[src/rtl/apu_fsle_pkg.sv]
// ---------------------------------------------------------------------------
// apu_fsle_pkg
// Types and constants for the audio frame sequencer, length counter and
// volume envelope block.
// ---------------------------------------------------------------------------
package apu_fsle_pkg;

  localparam int STEP_COUNT  = 8;
  localparam int STEP_W      = 3;
  localparam int LENGTH_W    = 9;
  localparam int VOLUME_W    = 4;
  localparam int TIMER_W     = 4;
  localparam int PERIOD_W    = 3;
  localparam int CFG_INDEX_W = 3;
  localparam int CFG_DATA_W  = 9;

  localparam logic [STEP_W-1:0]   STEP_LAST      = STEP_W'(STEP_COUNT - 1);
  localparam logic [STEP_W-1:0]   STEP_ENVELOPE  = 3'd7;
  localparam logic [STEP_W-1:0]   STEP_SWEEP_LO  = 3'd2;
  localparam logic [STEP_W-1:0]   STEP_SWEEP_HI  = 3'd6;
  localparam logic [LENGTH_W-1:0] LENGTH_CAP     = 9'd256;
  localparam logic [LENGTH_W-1:0] LENGTH_MIN     = 9'd1;
  localparam logic [LENGTH_W-1:0] LENGTH_RST     = 9'd64;
  localparam logic [VOLUME_W-1:0] VOLUME_MAX     = 4'hF;
  localparam logic [TIMER_W-1:0]  ENV_RELOAD_DEF = 4'd8;

  typedef enum logic [1:0] {
    FUNC_TICK      = 2'd0,
    FUNC_CTRL      = 2'd1,
    FUNC_LOAD      = 2'd2,
    FUNC_POWER_OFF = 2'd3
  } func_t;

  typedef enum logic [CFG_INDEX_W-1:0] {
    CFG_LENGTH_MAX   = 3'd0,
    CFG_ENV_PERIOD   = 3'd1,
    CFG_ENV_INCREASE = 3'd2,
    CFG_START_VOLUME = 3'd3,
    CFG_DAC_ON       = 3'd4
  } cfg_index_t;

  typedef struct packed {
    func_t                func;
    logic                 length_enable;
    logic                 restart;
    logic [LENGTH_W-1:0]  length_value;
  } in_item_t;

  typedef struct packed {
    logic                 channel_on;
    logic [VOLUME_W-1:0]  volume_out;
    logic [LENGTH_W-1:0]  length_left;
    logic [STEP_W-1:0]    step_out;
    logic                 sweep_clock;
  } out_item_t;

endpackage

[src/rtl/apu_frame_sequencer_length_envelope.sv]
// ---------------------------------------------------------------------------
// apu_frame_sequencer_length_envelope
// Frame sequencer, length counter and volume envelope of one sound channel.
// ---------------------------------------------------------------------------
//  channel | ports                         | moves
//  --------+-------------------------------+-------------------------------
//  in      | in_valid, in_ready, in_data   | one item: tick/ctrl/load/off
//  out     | out_valid, out_ready, out_data| one status item per input item
//  cfg     | cfg_valid, cfg_ready,         | one register write
//          | cfg_index, cfg_data           |
//
//  Items pass the item register, then the result register; one item per cycle
//  while out_ready is high. Channel state and result register update as an
//  item leaves the item register. A stalled result holds the item register
//  behind it; the input side stalls only when both are full. cfg_ready is always high.
//  Synchronous reset clears state but sets length max 64, envelope active.
// ---------------------------------------------------------------------------
module apu_frame_sequencer_length_envelope (
  input  logic                                      clk,
  input  logic                                      rst_n,
  input  logic                                      in_valid,
  output logic                                      in_ready,
  input  apu_fsle_pkg::in_item_t                    in_data,
  output logic                                      out_valid,
  input  logic                                      out_ready,
  output apu_fsle_pkg::out_item_t                   out_data,
  input  logic                                      cfg_valid,
  output logic                                      cfg_ready,
  input  logic [apu_fsle_pkg::CFG_INDEX_W-1:0]      cfg_index,
  input  logic [apu_fsle_pkg::CFG_DATA_W-1:0]       cfg_data
);

  logic [apu_fsle_pkg::LENGTH_W-1:0] length_max_r;
  logic [apu_fsle_pkg::PERIOD_W-1:0] env_period_r;
  logic                              env_increase_r;
  logic [apu_fsle_pkg::VOLUME_W-1:0] start_volume_r;
  logic                              dac_on_r;

  logic [apu_fsle_pkg::STEP_W-1:0]   seq_step_r,       seq_step_nxt;
  logic [apu_fsle_pkg::LENGTH_W-1:0] length_count_r,   length_count_nxt;
  logic                              length_on_r,      length_on_nxt;
  logic [apu_fsle_pkg::VOLUME_W-1:0] volume_level_r,   volume_level_nxt;
  logic                              env_active_r,     env_active_nxt;
  logic [apu_fsle_pkg::TIMER_W-1:0]  env_timer_r,      env_timer_nxt;
  logic                              channel_active_r, channel_active_nxt;

  logic                              item_valid_r;
  apu_fsle_pkg::in_item_t            item_r;
  logic                              out_valid_r;
  apu_fsle_pkg::out_item_t           out_data_r;

  logic                              in_fire;
  logic                              res_free;
  logic                              proc_fire;
  logic                              cfg_fire;
  logic                              sweep;
  logic [apu_fsle_pkg::LENGTH_W-1:0] length_reload;
  logic [apu_fsle_pkg::TIMER_W-1:0]  env_reload;
  apu_fsle_pkg::out_item_t           result;

  assign res_free  = !out_valid_r || out_ready;
  assign proc_fire = item_valid_r && res_free;
  assign in_ready  = !item_valid_r || res_free;
  assign in_fire   = in_valid && in_ready;
  assign cfg_ready = 1'b1;
  assign cfg_fire  = cfg_valid && cfg_ready;
  assign out_valid = out_valid_r;
  assign out_data  = out_data_r;

  assign length_reload = (length_max_r == '0) ? apu_fsle_pkg::LENGTH_MIN :
                         (length_max_r > apu_fsle_pkg::LENGTH_CAP) ?
                         apu_fsle_pkg::LENGTH_CAP : length_max_r;
  assign env_reload    = (env_period_r == '0) ? apu_fsle_pkg::ENV_RELOAD_DEF :
                         {1'b0, env_period_r};

  always_comb begin
    seq_step_nxt       = seq_step_r;
    length_count_nxt   = length_count_r;
    length_on_nxt      = length_on_r;
    volume_level_nxt   = volume_level_r;
    env_active_nxt     = env_active_r;
    env_timer_nxt      = env_timer_r;
    channel_active_nxt = channel_active_r;
    sweep              = 1'b0;
    if (proc_fire) begin
      unique case (item_r.func)
        apu_fsle_pkg::FUNC_TICK: begin
          if (!seq_step_r[0] && length_on_r && (length_count_r != '0)) begin
            length_count_nxt = length_count_r - 9'd1;
            if (length_count_nxt == '0) begin
              channel_active_nxt = 1'b0;
            end
          end
          if (seq_step_r == apu_fsle_pkg::STEP_ENVELOPE) begin
            if (env_timer_r != '0) begin
              env_timer_nxt = env_timer_r - 4'd1;
            end
            if (env_timer_nxt == '0) begin
              env_timer_nxt = env_reload;
              if (env_active_r && (env_period_r != '0)) begin
                if (env_increase_r) begin
                  if (volume_level_r < apu_fsle_pkg::VOLUME_MAX) begin
                    volume_level_nxt = volume_level_r + 4'd1;
                  end
                end else if (volume_level_r != '0) begin
                  volume_level_nxt = volume_level_r - 4'd1;
                end
                if ((volume_level_nxt == '0) ||
                    (volume_level_nxt == apu_fsle_pkg::VOLUME_MAX)) begin
                  env_active_nxt = 1'b0;
                end
              end
            end
          end
          sweep        = (seq_step_r == apu_fsle_pkg::STEP_SWEEP_LO) ||
                         (seq_step_r == apu_fsle_pkg::STEP_SWEEP_HI);
          seq_step_nxt = (seq_step_r == apu_fsle_pkg::STEP_LAST) ? '0 :
                         seq_step_r + 3'd1;
        end
        apu_fsle_pkg::FUNC_CTRL: begin
          length_on_nxt = item_r.length_enable;
          if (!length_on_r && item_r.length_enable && seq_step_r[0] &&
              (length_count_r != '0)) begin
            length_count_nxt = length_count_r - 9'd1;
            if (length_count_nxt == '0) begin
              channel_active_nxt = 1'b0;
            end
          end
          if (item_r.restart) begin
            channel_active_nxt = dac_on_r;
            if (length_count_nxt == '0) begin
              length_count_nxt = length_reload;
              if (seq_step_r[0] && length_on_nxt) begin
                length_count_nxt = length_reload - 9'd1;
                if (length_count_nxt == '0) begin
                  channel_active_nxt = 1'b0;
                end
              end
            end
            volume_level_nxt = start_volume_r;
            env_timer_nxt    = env_reload;
            env_active_nxt   = 1'b1;
          end
        end
        apu_fsle_pkg::FUNC_LOAD: begin
          length_count_nxt = (item_r.length_value > apu_fsle_pkg::LENGTH_CAP) ?
                             apu_fsle_pkg::LENGTH_CAP : item_r.length_value;
        end
        apu_fsle_pkg::FUNC_POWER_OFF: begin
          seq_step_nxt = '0;
        end
        default: begin
          seq_step_nxt = seq_step_r;
        end
      endcase
      if (!dac_on_r) begin
        channel_active_nxt = 1'b0;
      end
    end
    if (cfg_fire && (cfg_index == apu_fsle_pkg::CFG_DAC_ON) && !cfg_data[0]) begin
      channel_active_nxt = 1'b0;
    end
  end

  always_comb begin
    result.channel_on  = channel_active_nxt;
    result.volume_out  = volume_level_nxt;
    result.length_left = length_count_nxt;
    result.step_out    = seq_step_nxt;
    result.sweep_clock = sweep;
  end

  always_ff @(posedge clk) begin
    if (!rst_n) begin
      length_max_r   <= apu_fsle_pkg::LENGTH_RST;
      env_period_r   <= '0;
      env_increase_r <= 1'b0;
      start_volume_r <= '0;
      dac_on_r       <= 1'b0;
    end else if (cfg_fire) begin
      unique case (cfg_index)
        apu_fsle_pkg::CFG_LENGTH_MAX:   length_max_r   <= cfg_data;
        apu_fsle_pkg::CFG_ENV_PERIOD:   env_period_r   <= cfg_data[2:0];
        apu_fsle_pkg::CFG_ENV_INCREASE: env_increase_r <= cfg_data[0];
        apu_fsle_pkg::CFG_START_VOLUME: start_volume_r <= cfg_data[3:0];
        apu_fsle_pkg::CFG_DAC_ON:       dac_on_r       <= cfg_data[0];
        default: begin
          dac_on_r <= dac_on_r;
        end
      endcase
    end
  end

  always_ff @(posedge clk) begin
    if (!rst_n) begin
      seq_step_r       <= '0;
      length_count_r   <= '0;
      length_on_r      <= 1'b0;
      volume_level_r   <= '0;
      env_active_r     <= 1'b1;
      env_timer_r      <= '0;
      channel_active_r <= 1'b0;
      item_valid_r     <= 1'b0;
      out_valid_r      <= 1'b0;
    end else begin
      seq_step_r       <= seq_step_nxt;
      length_count_r   <= length_count_nxt;
      length_on_r      <= length_on_nxt;
      volume_level_r   <= volume_level_nxt;
      env_active_r     <= env_active_nxt;
      env_timer_r      <= env_timer_nxt;
      channel_active_r <= channel_active_nxt;
      if (in_fire) begin
        item_valid_r <= 1'b1;
      end else if (proc_fire) begin
        item_valid_r <= 1'b0;
      end
      if (proc_fire) begin
        out_valid_r <= 1'b1;
      end else if (out_ready) begin
        out_valid_r <= 1'b0;
      end
    end
  end

  always_ff @(posedge clk) begin
    if (in_fire) begin
      item_r <= in_data;
    end
    if (proc_fire) begin
      out_data_r <= result;
    end
  end

endmodule

[config.mk]
export PLATFORM = sky130hd
export DESIGN_NAME = apu_frame_sequencer_length_envelope
export DESIGN_NICKNAME = d
export VERILOG_FILES = /design/src/rtl/apu_fsle_pkg.sv /design/src/rtl/apu_frame_sequencer_length_envelope.sv
export SDC_FILE = /design/constraint.sdc
export NUM_CORES = 1
export LEC_CHECK = 0
export BUFFER_PORTS_ARGS = -buffer_cell sky130_fd_sc_hd__buf_2
export CAP_MARGIN = 20
export CORE_MARGIN = 2
export CORE_UTILIZATION = 45
export DETAILED_ROUTE_END_ITERATION = 10
export PLACE_DENSITY = 0.77
export RECOVER_POWER = 100
export REMOVE_ABC_BUFFERS = 1
export SLEW_MARGIN = 30
export SYNTH_ARGS = -nofsm -noshare
export SYNTH_HDL_FRONTEND = slang
export SYNTH_SLANG_ARGS = --single-unit
[constraint.sdc]
create_clock -name clk -period 2.5 [get_ports clk]
set_clock_uncertainty 0.1 [all_clocks]
set_input_delay 0.375 -clock clk [delete_from_list [all_inputs] [get_ports clk]]
set_output_delay 0.375 -clock clk [all_outputs]
set_load 0.1 [all_outputs]
==> impl_metrics.ini, run 1 <==
[synthesis]
yosysWarnings = 0
ys_types = 78
syn-instance-count = 531
synthArstFlopShare_pct = 0
yosys.area.top_type = edfxtp_1
ys_ff_latch = 74
synth_ff_type = dfxtp_1
synth.area.top_cells = edfxtp_1 (20%), dfxtp_1 (18%), a21oi_1 (4.6%), mux2i_1 (4.5%), nand2_1 (4.1%)
synth_area_sq_um = 4690
synth-seq-area-share_pct = 38.2
synth_edf_count = 31
synth_top_area_share_pct = 19.9
syn_area_per_cell_sq_um = 8.83

[global_route]
grt_first_pass_wirelength_um = 20200
grt_pass1_vias = 3971
grt_max_degree = 24
grt-ovfl-total = 0
antenna_found_initial = 0
grt_use_total_pct = 22.8

[detailed_routing]
drt_iter0_markers = 390
vias = 4376
ant_nets = 0
post_drt_wl_per_cell_um = 17.1
post-route-drc-count = 0
routed_wl_um = 12600
first_pass_iters = 7
vias_per_cell = 5.91

[setup_path]
critPathCaptureType = register
crit_type = reg2reg
cp.arrival_ns = 2.57
cpPeakStageDelay_ns = 0.47
crit_slowest_cell = or3b_4
cp_cell_sequence = inv_1 -> ha_1 -> or3b_4 -> o31ai_4 -> o211a_1 -> buf_4 -> o211a_1 -> o211ai_2 -> a21oi_2
crit_family = compound AO/OA/AOI/OAI gates
cp_max_fo = 5
path_buf_inv = 2
critPathRequiredTime_ns = 2.61
cp-start-kind = register
cp_common_cell = o211a_1

[floorplanning]
pin_count = 51
fp.dieArea_sq_um = 11200
fp.dieH_um = 106
core_sq_um = 10200
num_rows = 37
start_util_pct = 45.8
die_width_um = 106

[final_layout]
layout_commonest_cell = nand2_1
syn2layout_area_growth_pct = 17.7
final_cells = 741
fill_cells = 943
final_cell_mix = nand2_1 (51), nor2_1 (47), dfxtp_1 (43), buf_4 (43), a21oi_1 (40)
fin_util_pct = 53.9
fin_area_sq_um = 5520
antenna_cells = 0
nets = 644
layout-drive-gt1-share_pct = 21.2

[placed_design]
pre_cts_ws_ns = 0.0738
place.gp.congestion = 0.899
hpwlAfterDp_um = 9440
numPlacedInstances = 722
portBuffers = 49
placedInstanceArea_sq_um = 5250

[flow_run]
cap_violations = 0

[hold_path]
hold_class = in2reg

[pwr]
ir_worst_vdd_mv = 0.427
powerDensity_nw_per_um2 = 508
p_leak_nw = 2.12
finalPower_mw = 2.80

[sta]
period_share_pct = 98.5
hold_viol_final = 0
slew_headroom_pct = 22.1
final_max_slew_viol_count = 0
fmax_mhz = 406
tns_ns = 0
fin_ws_ns = 0.0370
setup_viol = 0
post-route-min-period_ns = 2.46
hold_slack_ns = 0.0993
worst_pin_slew_ns = 1.17

[clock_network]
numCtsBuffers = 9
cts.clk_slew.worst_paths_ns = 0.08
insertion_delay_ns = 0.35
cts_sinks = 74
cts_root_buffer = clkbuf_8
cts_tree = done
cts_hold_buf = 0
htreeDepth = 3
clock_path_buffers = 2

[status]
outcome = completed
what timing repair did:
item / CTS / global route
resized for setup: 0 / 17
endpoints found under the setup margin: 0 / 12
setup buffers: 0 / 2
final cells by class:
| class | instances | area, sq um | area share [%] |
|---|---|---|---|
| clock inverters | 5 | 33.8 | 0.613 |
| well taps | 136 | 170 | 3.09 |
| multi-input cells | 401 | 2740 | 49.7 |
| flip-flops and latches | 74 | 1790 | 32.5 |
| inverters | 20 | 75.1 | 1.36 |
| clock buffers | 11 | 153 | 2.77 |
| repair buffers | 94 | 549 | 9.96 |
cell families after synthesis:
group                    count (synthesis)  share of synthesized area (%)
AND/OR/NAND/NOR                        211                           23.7
AO/OA/AOI/OAI                          140                           21.5
flip-flops                              74                           38.2
buffers and inverters                   57                           5.55
multiplexers                            26                           5.69
adder cells (fa/ha/maj)                 14                           3.74
XOR/XNOR                                 8                           1.49
other                                    1                         0.0800
where the power goes:
part	switching, mW	total (mW)	internal (mW)
Combinational	0.389	0.573	0.184
Clock	0.467	0.891	0.424
Sequential	0.0350	1.34	1.30
Total	0.891	2.80	1.91
registers in the layout, indices dropped and copies added, names as in the netlist, 3 cells and up:
signal / count
env_period_r: 3
env_timer_r: 4
item_r: 13
out_data: 18
start_volume_r: 4
length_max_r: 9
seq_step_r: 3
length_count_r: 9
volume_level_r: 4
metal layers:
metal	global-route usage (%)	wire [um]	vias to the layer above
met5	0	0	-
met4	7.71	228	0
met3	3.43	836	20
met2	35.5	5750	166
met1	32.5	5820	2091
li1	-	-	2099
path summary, 6_finish.rpt:
| kind | start | endpoint | slack, ns | cells past startpoint |
|---|---|---|---|---|
| worst max-delay path | length_count_r[0] | out_data[9] | 0.04 | 9 |
| worst min-delay path | in_data[1] | item_r[1] | 0.1 | 1 |
| worst max register to register | length_count_r[0] | out_data[9] | 0.04 | 9 |
| worst min register to register | length_max_r[0] | length_max_r[0] | 0.38 | 2 |
Yosys cell counts, types with 6 or more instances:
library cell,count
inv_1,19
nand3_1,16
and2_1,16
edfxtp_1,31
nor2b_1,9
mux2i_1,21
dfxtp_1,43
nor4_1,8
a21oi_1,43
nand4_1,8
a31oi_1,6
buf_2,10
ha_1,14
nor2_1,48
clkbuf_1,20
o21ai_0,25
a211oi_1,7
nand2_1,51
nor3_1,12
worst register-to-register path: stages, from the launching register on:
cell      delay [ns]
dfxtp_1         0.32
inv_1           0.08
ha_1            0.21
or3b_4          0.47
o31ai_4         0.26
o211a_1         0.21
buf_4           0.13
o211a_1         0.22
o211ai_2        0.15
a21oi_2         0.17
Power figures use the tool's default switching activity.
==> run 2: changes to the inputs <==
CTS_BUF_LIST = sky130_fd_sc_hd__clkbuf_2   (was unset)
==> run 2 against run 1 <==
Effect of this change: the flow now finishes with violations (negative setup slack); final cell count up 3.0%; combinational power is 4.5% higher; clock power shrank 22%; sequential cell count is the same; sequential share of layout area is 0.87 points lower.
==> impl_metrics.ini, run 2 (synthesized netlist as in run 1, its figures left out) <==
[hold_path]
holdPathStages = 3
hold_class = in2reg
worst_hold_path.endpoint = out_valid
worstHoldStart = out_ready

[detailed_routing]
vias_per_cell = 5.86
post-route-drc-count = 0
post_drt_wl_per_cell_um = 16.9
first_pass_iters = 7
vias = 4474
routed_wl_um = 12900
drt_iter0_markers = 367
ant_nets = 0

[setup_path]
cp.arrival_ns = 2.81
cp_common_cell = o211a_1
reg2reg_to = out_data[9]
r2r_setup_slack_ns = -0.007
critPathCaptureType = register
cp-start-kind = register
cp_cell_sequence = inv_1 -> ha_1 -> or3b_4 -> o31ai_4 -> o211a_1 -> buf_4 -> o211a_1 -> o211ai_2 -> a21oi_1
crit_family = compound AO/OA/AOI/OAI gates
cp_max_fo = 5
path_buf_inv = 2
cpPeakStageDelay_ns = 0.47
critPathRequiredTime_ns = 2.80
crit_slowest_cell = or3b_4
crit_path_start = length_count_r[0]
crit_type = reg2reg
reg2reg_from = length_count_r[0]
r2r.worst_path.cells = 9

[final_layout]
layout-drive-gt1-share_pct = 22.8
antenna_cells = 0
largest_reg_flops = 18
syn2layout_area_growth_pct = 21.0
layout_commonest_cell = nand2_1
final_cell_mix = nand2_1 (51), nor2_1 (48), dfxtp_1 (42), a21oi_1 (41), buf_4 (41)
nets = 666

[sta]
hold_viol_final = 0
worst_pin_slew_ns = 1.16
period_share_pct = 100
slew_headroom_pct = 23.2
post-route-min-period_ns = 2.51
fin_ws_ns = -0.00709
final_max_slew_viol_count = 0
fmax_mhz = 399
rsz0062_at_grt = yes
setup_viol = 1

[pwr]
p_switching_mw = 0.882
finalPower_mw = 2.64
power.switching_fraction_pct = 33.5
pwr-share-clk_pct = 26.4
ir_worst_vdd_mv = 0.357
internal_power_mw = 1.76
power_frac_seq_pct = 50.9
p_leak_nw = 2.25
comb_power_share_pct = 22.7
powerDensity_nw_per_um2 = 465

[clock_network]
cts_root_buffer = clkbuf_2
cts.clk_slew.worst_paths_ns = 0.21
htreeDepth = 3
numCtsBuffers = 9
clock_path_buffers = 2
cts_tree = done
cts_sinks = 74
insertion_delay_ns = 0.56

[global_route]
grt_pass1_vias = 4090
grt_first_pass_wirelength_um = 20500
grt_max_degree = 24
antenna_found_initial = 0
grt_use_total_pct = 23.2
grt-ovfl-total = 0

[floorplanning]
core_sq_um = 10200
num_rows = 37
fp.dieArea_sq_um = 11200
start_util_pct = 45.8
fp.dieH_um = 106
pin_count = 51
die_width_um = 106

[placed_design]
portBuffers = 49
pre_cts_ws_ns = 0.0738
place.gp.congestion = 0.899
hpwlAfterDp_um = 9440

[status]
outcome = finished, violations left
violations = negative setup slack

[flow_run]
cap_violations = 0
[run 2: cell types whose count changed in the layout (fill, tap and decap cells not counted), moves of 2 or more]
cell	previous run	this run
buf_4	43	41
clkbuf_2	1	30
clkbuf_8	9	0
clkbuf_1	24	3
dlygate4sd3_1	0	24
[run 2: final cells by class]
cell class	instances	area (sq um)
Timing Repair Buffer	116	800
Fill cell	921	4560
Multi-Input combinational cell	401	2720
Inverter	20	75.1
Clock buffer	10	50.0
Sequential cell	74	1790
Clock inverter	6	63.8
Tap cell	136	170
[run 2: power by group through the flow]
stage / Clock [mW] / Combinational (mW) / Sequential (mW)
6_report: 0.696 / 0.599 / 1.34
2_1_floorplan: 0 / 0.261 / 1.46
3_3_place_gp: 0 / 0.538 / 1.36
3_5_place_dp: 0 / 0.544 / 1.36
4_1_cts: 0.704 / 0.573 / 1.34
5_1_grt: 0.759 / 0.644 / 1.35
[run 2: timing repair]
item / in CTS / in global routing
buffers inserted: 0 / 0
setup endpoints to repair: 0 / 14
hold endpoints to repair: 25 / 1
resized for setup: 0 / 14
hold buffers: 23 / 1
[run 2: how the worst max path moves through the flow]
stage / end / slack (ns) / depth (start not counted)
after floorplan: out_data[12] / -0.65 / 5
after global placement: length_count_r[3] / 0.08 / 9
after detailed placement: out_data[11] / 0.07 / 8
after CTS: length_count_r[2] / 0.03 / 10
after global routing: out_data[9] / -0.07 / 9
final: out_data[9] / -0.007 / 9
[run 2: metal layers]
layer  share of wire [%]  track usage [%]  up-vias
li1                    -                -     2142
met1                  46             32.4     2129
met2                  45             36.1      175
met3                 6.2             4.11       28
met4                 2.3             8.18        0
met5                   0                0        -
[run 2: metrics by stage]
step	instance area (sq um)	TNS (ns)	hold WS (ns)	std cells	util, %
5_1_grt	5670	-0.389	0.0649	763	55.4
3_5_place_dp	5250	0	0.363	722	51.3
2_1_floorplan	4500	-11.28	0.344	494	-
4_1_cts	5590	0	0.0192	761	54.6
3_3_place_gp	5250	0	0.356	722	51.3
6_report	5670	-0.00709	0.101	763	55.4
[run 2: worst register-to-register path, cell delays in order (launching register included)]
cell	delay, ns
dfxtp_1	0.36
inv_1	0.08
ha_1	0.21
or3b_4	0.47
o31ai_4	0.26
o211a_1	0.21
buf_4	0.13
o211a_1	0.21
o211ai_2	0.13
a21oi_1	0.19
